==> src/sv/image_scaler_bilinear_assert.svh <==
// Assertion macros shared by the image scaler modules.
// Expects clk and arst_n in the scope where a macro is used.
`ifndef IMAGE_SCALER_BILINEAR_ASSERT_SVH
`define IMAGE_SCALER_BILINEAR_ASSERT_SVH
`ifndef NO_ASSERTIONS
`define ISB_ASSERT_IMPL(label, ante, cons) \
	label: assert property (@(posedge clk) disable iff (!arst_n) (ante) |-> (cons)) \
		else $error("isb: same-cycle check failed");
`define ISB_ASSERT_NEXT(label, ante, cons) \
	label: assert property (@(posedge clk) disable iff (!arst_n) (ante) |=> (cons)) \
		else $error("isb: next-cycle check failed");
`else
`define ISB_ASSERT_IMPL(label, ante, cons)
`define ISB_ASSERT_NEXT(label, ante, cons)
`endif
`endif

==> src/sv/isb_pkg.sv <==
// Shared types and constants for the bilinear image scaler.
// No dependencies.
`default_nettype none
package isb_pkg;

	localparam int COORD_W    = 12;
	localparam int PIX_W      = 8;
	localparam int DIM_W      = 10;
	localparam int STEP_W     = 16;
	localparam int POS_W      = COORD_W + STEP_W;
	localparam int LIM_W      = 13;
	localparam int FIFO_DEPTH = 4;
	localparam int FIFO_AW    = 2;
	localparam int CNT_W      = 3;
	localparam int PADDR_W    = 5;
	localparam int PDATA_W    = 32;
	localparam int REG_IDX_W  = 3;

	localparam logic [REG_IDX_W-1:0] REG_SRC_COLS = 3'd0;
	localparam logic [REG_IDX_W-1:0] REG_SRC_ROWS = 3'd1;
	localparam logic [REG_IDX_W-1:0] REG_STEP_H   = 3'd2;
	localparam logic [REG_IDX_W-1:0] REG_STEP_V   = 3'd3;
	localparam logic [REG_IDX_W-1:0] REG_MODE     = 3'd4;

	localparam logic [DIM_W-1:0]  RST_SRC_COLS = 10'd512;
	localparam logic [DIM_W-1:0]  RST_SRC_ROWS = 10'd512;
	localparam logic [STEP_W-1:0] RST_STEP     = 16'd4096;

	localparam logic OP_QUERY      = 1'b1;
	localparam logic MODE_BILINEAR = 1'b1;

	typedef struct packed {
		logic [DIM_W-1:0]  cols;
		logic [DIM_W-1:0]  rows;
		logic [STEP_W-1:0] step_h;
		logic [STEP_W-1:0] step_v;
		logic              mode;
	} isb_cfg_t;

	typedef struct packed {
		logic               query;
		logic               ok;
		logic               bilinear;
		logic [COORD_W-1:0] row;
		logic [COORD_W-1:0] col;
		logic [PIX_W-1:0]   pix;
	} isb_item_t;

	typedef struct packed {
		logic               first;
		logic               last;
		logic               ok;
		logic [COORD_W-1:0] row;
		logic [COORD_W-1:0] col;
	} isb_tag_t;

	typedef struct packed {
		logic [PIX_W-1:0]   pixel;
		logic               ok;
		logic [COORD_W-1:0] row;
		logic [COORD_W-1:0] col;
	} isb_res_t;

endpackage
`default_nettype wire

==> src/sv/isb_blend.sv <==
// Weighted accumulate of neighbor reads and result queue with credit count.
// Depends on isb_pkg and image_scaler_bilinear_assert.svh.
`default_nettype none
`include "image_scaler_bilinear_assert.svh"
module isb_blend import isb_pkg::*; #(
	parameter int FRACTION_BITS = 12,
	localparam int WW = 2 * FRACTION_BITS + 1
) (
	input  logic               clk,
	input  logic               arst_n,
	input  logic               rd_valid,
	input  isb_tag_t           rd_tag,
	input  logic [WW-1:0]      rd_wt,
	input  logic [PIX_W-1:0]   rd_data,
	input  logic               reserve,
	output logic               credit_ok,
	output logic               result_valid,
	input  logic               result_stall,
	output logic [PIX_W-1:0]   pixel_out,
	output logic               in_range,
	output logic [COORD_W-1:0] out_row,
	output logic [COORD_W-1:0] out_column
);

	localparam int PW = WW + PIX_W;

	logic               vld_s2;
	isb_tag_t           tag_s2;
	logic [PW-1:0]      prod_s2;
	logic [PW-1:0]      acc_q;
	isb_res_t           fifo_q [FIFO_DEPTH];
	logic [FIFO_AW-1:0] wr_ptr_q, rd_ptr_q;
	logic [CNT_W-1:0]   fill_q, res_cnt_q;

	logic [PW-1:0]      prod_c, sum_c;
	logic               push, pop;
	isb_res_t           res_c, head;

	assign prod_c = rd_data * rd_wt;
	assign sum_c  = tag_s2.first ? prod_s2 : acc_q + prod_s2;
	assign push   = vld_s2 && tag_s2.last;

	always_comb begin
		res_c.pixel = tag_s2.ok ? sum_c[2*FRACTION_BITS +: PIX_W] : '0;
		res_c.ok    = tag_s2.ok;
		res_c.row   = tag_s2.row;
		res_c.col   = tag_s2.col;
	end

	assign result_valid = (fill_q != '0);
	assign pop          = result_valid && !result_stall;
	assign credit_ok    = (res_cnt_q != CNT_W'(FIFO_DEPTH));

	assign head       = fifo_q[rd_ptr_q];
	assign pixel_out  = head.pixel;
	assign in_range   = head.ok;
	assign out_row    = head.row;
	assign out_column = head.col;

	always_ff @(posedge clk or negedge arst_n) begin
		if (!arst_n) begin
			vld_s2    <= 1'b0;
			wr_ptr_q  <= '0;
			rd_ptr_q  <= '0;
			fill_q    <= '0;
			res_cnt_q <= '0;
		end else begin
			vld_s2    <= rd_valid;
			fill_q    <= fill_q + CNT_W'(push) - CNT_W'(pop);
			res_cnt_q <= res_cnt_q + CNT_W'(reserve) - CNT_W'(pop);
			if (push) wr_ptr_q <= wr_ptr_q + 1'b1;
			if (pop) rd_ptr_q <= rd_ptr_q + 1'b1;
		end
	end

	always_ff @(posedge clk) begin
		tag_s2  <= rd_tag;
		prod_s2 <= prod_c;
		if (vld_s2) acc_q <= sum_c;
		if (push) fifo_q[wr_ptr_q] <= res_c;
	end

	`ISB_ASSERT_IMPL(a_credit_bounds, 1'b1, res_cnt_q >= fill_q && res_cnt_q <= CNT_W'(FIFO_DEPTH))
	`ISB_ASSERT_IMPL(a_no_overflow, push, fill_q != CNT_W'(FIFO_DEPTH) || pop)
	`ISB_ASSERT_NEXT(a_first_after_last, vld_s2 && tag_s2.last, !vld_s2 || tag_s2.first)

endmodule
`default_nettype wire

==> config.mk <==
export PLATFORM = sky130hd
export DESIGN_NAME = isb_blend
export DESIGN_NICKNAME = d
export VERILOG_FILES = /design/src/sv/isb_pkg.sv /design/src/sv/isb_blend.sv
export VERILOG_INCLUDE_DIRS = /design/src /design/src/sv
export SDC_FILE = /design/constraint.sdc
export NUM_CORES = 1
export LEC_CHECK = 0
export BUFFER_PORTS_ARGS = -buffer_cell sky130_fd_sc_hd__buf_4
export CAP_MARGIN = 20
export CORE_ASPECT_RATIO = 1.5
export CORE_MARGIN = 2
export CORE_UTILIZATION = 45
export CTS_BUF_LIST = sky130_fd_sc_hd__clkbuf_4 sky130_fd_sc_hd__clkbuf_8 sky130_fd_sc_hd__clkbuf_16
export CTS_CLUSTER_DIAMETER = 200
export DETAILED_ROUTE_END_ITERATION = 8
export GPL_ROUTABILITY_DRIVEN = 0
export PLACE_DENSITY = 0.71
export SLEW_MARGIN = 5
export SYNTH_ARGS = -nofsm -noshare
export SYNTH_HDL_FRONTEND = slang
export SYNTH_SLANG_ARGS = --single-unit
==> constraint.sdc <==
create_clock -name clk -period 2.7 [get_ports clk]
set_clock_uncertainty 0.05 [all_clocks]
set_input_delay 0.27 -clock clk [delete_from_list [all_inputs] [get_ports clk]]
set_output_delay 0.27 -clock clk [all_outputs]
set_load 0.01 [all_outputs]
Yosys cells after proc, flatten, opt, wreduce, memory -nomap -nowiden
Memory sizes are Yosys's and may differ from the RTL's.
Cells that the tools add are included.
{ "op_classes": {"n_mul": 1, "n_eq_ne": 1, "n_reduce_logical": 4, "n_addsub": 7, "muxes": 4} }
{ "ops": {"columns": ["op", "count"], "rows": [
  ["adder 33 bit", 1],
  ["multiplier 8 x 25 -> 33 bit", 1],
  ["2-to-1 mux 33 bit", 1],
  ["2-to-1 mux 8 bit", 1],
  ["adder 3 x 1 -> 3 bit", 2],
  ["subtractor 3 x 1 -> 3 bit", 2],
  ["adder 2 x 1 -> 2 bit (second input constant)", 2],
  ["inequality test 3 bit (second input constant)", 1],
  ["nonzero test 3 bit", 1],
  ["logical AND 1 bit", 2],
  ["2-to-1 mux 1 bit", 2],
  ["logical NOT 1 bit", 1]
]} }
{ "totals": {"ram_bits": 132, "memories": 1, "output_inout_bits": 35, "reg_bits": 104, "word_cells": 30} }
{ "memory_table": {"columns": ["name", "words", "word_bits", "rd", "rd_ports_with_merged_regs", "write_ports", "line", "text"], "rows": [
  ["fifo_q", 4, 33, 1, 0, 1, "isb_blend.sv:31", "isb_res_t fifo_q [FIFO_DEPTH];"]
]} }

Depth between registers and ports, before layout
Gate-level depths: netlist of the first run.
{ "depth": {"depth_word": 3, "depth_mapped": 20, "mapped_depth_nobuf": 18} }

Worst setup path before layout of the first run
No wires, ideal clock.
{ "synth_timing": {"path_kind": "input to register", "from": "in rd_data[2]", "to": "reg prod_s2[30]", "path_slack_ns": -1.907, "required_time_ns": 2.524, "setup_ns": 0.126, "stages": 17, "arrival_ns": 4.431, "path_buffers": 1, "cell_sequence": "clkbuf_1 -> and2_1 -> fa_1 -> fa_1 -> fa_1 -> inv_1 -> fa_1 -> inv_1 -> ha_1 -> and2_1 -> a221oi_1 -> o21ai_1 -> a21oi_1 -> o31ai_2 -> a211oi_2 -> o211ai_1 -> xor2_1"} }
{ "synth_between": {"elab_chain_cells": 1} }
{ "synth_rtl": {"columns": ["item", "line", "text"], "rows": [
  ["start, declared", "isb_blend.sv:14", "input logic [PIX_W-1:0] rd_data,"],
  ["multiplier 8 x 25 -> 33 bit", "isb_blend.sv:39", "assign prod_c = rd_data * rd_wt;"],
  ["net prod_c[30]", "isb_blend.sv:35", "logic [PW-1:0] prod_c, sum_c;"],
  ["end signal, assigned", "isb_blend.sv:78", "prod_s2 <= prod_c;"],
  ["end, declared", "isb_blend.sv:29", "logic [PW-1:0] prod_s2;"]
]} }
The timed path passes the listed nets, and every way through them passes these cells.
A chain may end at the register's enable or synchronous reset.

Worst setup path in the final report of the first run
{ "layout_timing": {"from": "in rd_data[2]", "to": "reg prod_s2[28]"} }
Same word-level chain as after synthesis.

==> impl_metrics.ini, run 1 <==
[status]
status = finished, violations left
violations = negative setup slack

[floorplanning]
die_width_um = 157.8
start_util_pct = 45.60
die_h_um = 234.6
num_rows = 84
pin_count = 100
fp.dieArea_um2 = 37020
core-area_um2 = 35000

[sta]
whs_ns = 0.09695
fmax_ghz = 0.2524
period_needed_ns = 3.962
fin_ws_ns = -1.262
tightest_slew_ns = 0.5974
period_share_pct = 146.7
setup_violations = 41
slew_violations = 0
rsz0062_at_grt = yes
finalHoldViolCount = 0
slew_headroom_pct = 59.81

[drt]
drt-total-wl_mm = 35.66
dr.first_iter.drc_count = 517
wl_met3_mm = 1.135
viasPerCell = 5.149
drc_errors = 0
vias = 11150
routed.top_layer = met4
drt-wirelength-per-cell_um = 16.47
wl_met2_mm = 19.84
drtAntennaViolNets = 0
wl_met1_mm = 13.59
drt-pass1-iter-count = 6

[synthesis]
synthesis.nets = 1645
yosysSeqAreaShare_pct = 39.98
syn_avg_cell_area_um2 = 11.82
yosysWarnings = 0
synth_common_cells = edfxtp_1, and2_1, inv_1
synth_top_family_by_area = adder cells
synth_fa_ha_area_share_pct = 24.62
synth-seq-cells = 234
synth_xor_xnor_area_share_pct = 3.128
synthMuxAreaShare_pct = 5.080
yosysUniqueCellTypes = 75
synth_area_leaders = edfxtp_1, fa_1, dfxtp_1, ha_1, and2_1
syn_inst = 1350
synth_simple_gate_area_share_pct = 12.40
synthFlopType = edfxtp_1
yosysTopAreaCell = edfxtp_1
synth-edff-count = 164
yosys.cell_count.top_type = edfxtp_1
netlist_area_um2 = 15960
async_flop_share_pct = 4.701
synth_top_area_share_pct = 30.86
synth_compound_area_share_pct = 9.690

[setup_path]
start_kind = input pin
path_class = in -> reg
timing.critical_path.required_ns = 3.09
crit_path_start = rd_data[2]
r2r_start = acc_q[0]
path_max_fanout = 7
cp.arrival_ns = 4.35
end_kind = flop
cp_cell_sequence = buf_12 > buf_6 > and2_4 > fa_2 > fa_1 > inv_2 > fa_1 > fa_1 > inv_2 > ha_4 > buf_6 > o21ai_4 > o21a_1 > o21ai_2 > a21oi_2 > o31ai_4 > buf_4 > a21boi_2 > o211ai_1 > xor2_1
cpMostUsedCell = fa_1
slowest_delay_ns = 0.50
critical-path-slowest-cell = fa_1

[global_routing]
antenna_found_initial = 0
grt_pass1_wl_mm = 57.21
grt_pass1_vias = 12040
gr-total-overflow = 0
grt_util_all_layers_pct = 18.84
grt_max_degree = 58

[layout]
drive_gt1_share_pct = 33.51
antenna_cells = 0
fill_cells = 2737
stdcell_count = 2165
nNetsFinal = 1971
final_area_um2 = 20900
area_growth_pct = 30.98

[power]
peakVddDrop_v = 0.0005144
finalPower_uw = 25460
p_leak_uw = 0.009056
comb_power_share_pct = 65.8
clkPwrFrac_pct = 12.9
seqPwrFrac_pct = 21.3
p_per_area_nw_per_um2 = 1218
p_int_uw = 15420
switching_share_pct = 39.43
p_switching_uw = 10040

[placed_design]
place_ws_ns = -1.899
port_buffers = 99
placed_cell_area_um2 = 18710
dp_cells = 2066
place_hpwl_mm = 25.90

[worst_hold_path]
worstHoldStart = result_stall
hp-class = in -> reg

[clock_tree]
cts_buffer_depth = 3
numCtsBuffers = 22
cts.clk_slew.worst_paths_ns = 0.07
cts_root_buf = clkbuf_16
clk_latency_ns = 0.51
htreeDepth = 1
cts_tree = built
cts_sinks = 234

[flow_run]
cap_violations = 0
worst paths after layout:
kind	end	slack, ns	cells past startpoint
worst max-delay path	prod_s2[28]	-1.26	20
worst min-delay path	rd_ptr_q[0]	0.1	3
worst max register to register	fifo_q[1][29]	-0.15	13
worst min register to register	fifo_q[0][12]	0.43	0
max in group asynchronous	rd_ptr_q[0]	2.31	2
min in group asynchronous	fill_q[0]	0.13	2
power by group through the flow:
stage | Sequential (uW) | Combinational, uW | Clock (uW)
floorplan | 5260 | 9810 | 0
global placement | 5410 | 14300 | 0
detailed placement | 5450 | 14600 | 0
CTS | 5390 | 15700 | 3360
global route | 5510 | 18500 | 3470
finish | 5430 | 16800 | 3270
cells by family (layout without fill, tap and decap cells):
kind of cell             count (synthesis)  after routing
multiplexers                            39             39
AO/OA/AOI/OAI                          221            221
AND/OR/NAND/NOR                        372            372
flip-flops                             234            234
XOR/XNOR                                57             57
adder cells (fa/ha/maj)                230            230
buffers and inverters                  197            539
area by class of cell:
type	instances	area (um2)	share of cell area (%)
clock buffer	25	608.1	2.909
inverter	145	544.3	2.604
multi-input combinational	919	9540	45.64
clock inverter	15	176.4	0.8440
tap	473	591.8	2.831
sequential	234	6384	30.54
timing repair buffer	354	3058	14.63
layer usage:
metal  track usage [%]  vias to the layer above
met5                 0                        -
met4             4.848                        0
met3             1.531                       72
met2             37.10                      256
met1             21.30                     5541
li1                  -                     5278
critical path: cells and delay by family:
kind,cells,cell delay [ns]
adder cells (fa/ha/maj),5,2.08
AO/OA/AOI/OAI,7,1.12
buffers and inverters,6,0.58
XOR/XNOR,1,0.15
AND/OR/NAND/NOR,1,0.13
flip-flops by register name, summed over array words and instances, names as in the netlist:
register / flops
vld_s2: 1
acc_q: 32
res_cnt_q: 3
prod_s2: 32
res_c: 25
wr_ptr_q: 2
fifo_q: 132
tag_s2: 2
fill_q: 3
rd_ptr_q: 2
placed cells by master (no fill, tap or decap), types with 6 or more instances in the layout:
| cell type | instances |
|---|---|
| nand2_2 | 6 |
| o21ai_0 | 37 |
| and2_1 | 133 |
| ha_4 | 15 |
| xnor2_1 | 29 |
| nand2_1 | 96 |
| clkbuf_16 | 28 |
| dlygate4sd3_1 | 30 |
| buf_4 | 279 |
| inv_2 | 9 |
| inv_1 | 136 |
| edfxtp_1 | 164 |
| ha_1 | 70 |
| a21oi_1 | 35 |
| buf_12 | 8 |
| nor3_1 | 8 |
| a21oi_2 | 17 |
| dfrtp_1 | 10 |
| dfxtp_1 | 58 |
| and2_4 | 29 |
| nor2_1 | 29 |
| buf_6 | 28 |
| fa_1 | 132 |
| nand3_1 | 10 |
| xor2_1 | 21 |
| a21o_1 | 44 |
| and3_1 | 7 |
| fa_2 | 8 |
| o21a_1 | 7 |
| nand4_1 | 15 |
| mux4_2 | 33 |
timing repair:
| item | 4_1_cts | 5_1_grt |
|---|---|---|
| endpoints found under the hold margin | 40 | 0 |
| cloned | 1 | 4 |
| setup buffers | 13 | 14 |
| pin swaps | 60 | 56 |
| resized for setup | 117 | 68 |
| hold buffers | 30 | 0 |
| setup endpoints to repair | 62 | 68 |
stage by stage:
step,TNS [ns],util [%]
after floorplan,-31.59,-
after global placement,-43.30,53.46
after detailed placement,-45.70,53.46
after CTS,-25.65,58.13
after global routing,-32.19,59.72
final,-26.30,59.72
Note: power is estimated with default switching activity, not from simulation.
==> inputs of run 2 (changes only) <==
Settings changed: CORE_MARGIN 2 to unset, PLACE_DENSITY 0.71 to 0.69.
Clock period 2.7 ns to 4.08 ns, I/O delays scaled along.
==> run 2 against run 1 <==
  * Register-to-register slack better by 1.1 ns
  * First-iteration DRC count is 26% lower
  * Via count is 4.1% lower
  * Total power is 41% lower
  * Sequential share of layout area is 1.9 points higher
  * Worst setup slack better by 1.3 ns
  * Sequential power is 34% lower
  * The flow now finishes without violations
  * Cell count is 3.7% lower
  * Largest cell class unchanged
  * Largest power group unchanged
  * Utilization is 3.5 points lower
  * Combinational power is 44% lower
  * Flip-flop and latch count stayed put
  * Highest routed layer unchanged
==> impl_metrics.ini, run 2 (synthesis gave the netlist of run 1 again) <==
[global_routing]
grt_pass1_wl_mm = 55.31
antenna_found_initial = 0
gr-total-overflow = 0
grt_max_degree = 41
grt_pass1_vias = 11530
grt_util_all_layers_pct = 18.98

[sta]
tightest_slew_ns = 0.9794
period_share_pct = 99.59
whs_ns = 0.08333
slew_violations = 0
fmax_ghz = 0.2461
rsz0062_at_grt = yes
setup_violations = 0
period_needed_ns = 4.063
finalHoldViolCount = 0
final.setup.tns_ns = 0
slew_headroom_pct = 34.71

[layout]
postLayoutCoreUtil_pct = 56.24
antenna_cells = 0
fill_cells = 2882
multi_input_area_um2 = 9066
area_growth_pct = 23.34
final_common_cell = buf_4
largest_reg_flops = 132
largest-register = fifo_q
stdcell_count = 2084
final_cell_mix = buf_4, edfxtp_1, and2_1, inv_1, fa_1
drive_gt1_share_pct = 25.45
regArea_um2 = 6382
nNetsFinal = 1892
reg_top3 = fifo_q (132), acc_q (32), prod_s2 (32)

[floorplanning]
die_width_um = 155.8
fp.dieArea_um2 = 36240
die_h_um = 232.6
start_util_pct = 45.60
num_rows = 84
core-area_um2 = 35000
pin_count = 100

[setup_path]
worst_path_dominant_cell_family = adder cells
r2r_start = acc_q[10]
end_kind = flop
path_max_fanout = 9
worstPathBufferInverterCount = 5
critical-path-slowest-cell = fa_1
slowest_delay_ns = 0.58
cpMostUsedCell = fa_1
cp.arrival_ns = 4.40
start_kind = input pin
path_class = in -> reg
cp_cell_sequence = buf_12 > and2_4 > fa_1 > fa_2 > fa_1 > inv_1 > fa_1 > inv_1 > ha_2 > or4_4 > a21oi_4 > a31oi_4 > buf_6 > buf_6 > a31oi_4 > o21ai_2 > xor2_1
timing.critical_path.required_ns = 4.42
crit_path_start = rd_data[6]

[power]
p_per_area_nw_per_um2 = 766.8
peakVddDrop_v = 0.0003182
p_leak_uw = 0.008520
finalPower_uw = 15090

[clock_tree]
numCtsBuffers = 21
cts_root_buf = clkbuf_16
cts_buffer_depth = 3
htreeDepth = 1
cts.clk_slew.worst_paths_ns = 0.06
cts_tree = built
cts_sinks = 234
clk_latency_ns = 0.51

[drt]
drt-total-wl_mm = 33.72
drc_errors = 0
dr.first_iter.drc_count = 382
drt-pass1-iter-count = 4
drt-wirelength-per-cell_um = 16.18
viasPerCell = 5.131
drtAntennaViolNets = 0
vias = 10690

[placed_design]
port_buffers = 99
place_hpwl_mm = 25.05
dp_cells = 2006

[flow_run]
cap_violations = 0

[worst_hold_path]
worstHoldStart = reserve
hp-class = in -> reg

[status]
status = complete, no violations
[run 2: cell count changes in the layout (fill, tap and decap cells not counted), sizes merged]
cell         change
buf             -77
bufinv           +1
clkinv           -1
dlygate4sd3      -1
inv              -3
[run 2: path summary, 6_finish.rpt]
| check | endpoint | slack, ns | depth (start not counted) |
|---|---|---|---|
| hold / removal | res_cnt_q[0] | 0.08 | 2 |
| setup reg to reg | fifo_q[1][26] | 0.90 | 9 |
| hold reg to reg | fifo_q[1][9] | 0.42 | 0 |
| min in group asynchronous | res_cnt_q[2] | 0.24 | 2 |
| setup / recovery | prod_s2[21] | 0.02 | 17 |
| max in group asynchronous | rd_ptr_q[0] | 3.57 | 2 |
[run 2: power breakdown]
part / leakage [uW] / total, uW / switching, uW / internal [uW]
logic: 0.00601 / 9420 / 4820 / 4610
registers: 0.00214 / 3590 / 313 / 3280
clock network: 0.000367 / 2080 / 830 / 1250
total: 0.00852 / 15100 / 5960 / 9140
[run 2: timing repair]
action | CTS | global route
gates cloned | 0 | 4
gates resized for setup | 25 | 71
hold buffers | 29 | 0
hold endpoints to repair | 39 | 0
setup endpoints to repair | 10 | 15
setup buffers | 2 | 6
pin swaps | 21 | 50
[run 2: metal layers]
| metal | vias to the layer above | wire [um] | GRT usage [%] | part of all wire (%) |
|---|---|---|---|---|
| met5 | - | 0 | 0 | 0 |
| met4 | 0 | 959 | 6.832 | 2.8 |
| li1 | 5117 | - | - | - |
| met3 | 58 | 1017 | 1.658 | 3.0 |
| met1 | 5286 | 13290 | 21.77 | 39 |
| met2 | 232 | 18460 | 36.31 | 55 |
[run 2: final cells by class]
cell class	count	share of cell area [%]
clock inverters	12	0.8391
multi-input cells	919	46.06
inverters	145	2.765
clock buffers	25	2.886
flip-flops and latches	234	32.42
well taps	473	3.007
repair buffers	276	12.02
[run 2: through the flow]
step | worst slack (ns) | instance area, um2
finish | 0.01659 | 19680
global route | -0.1310 | 19680
CTS | -0.03458 | 19270
floorplan | -0.3586 | 16100
global placement | -0.5725 | 18140
detailed placement | -0.6754 | 18140
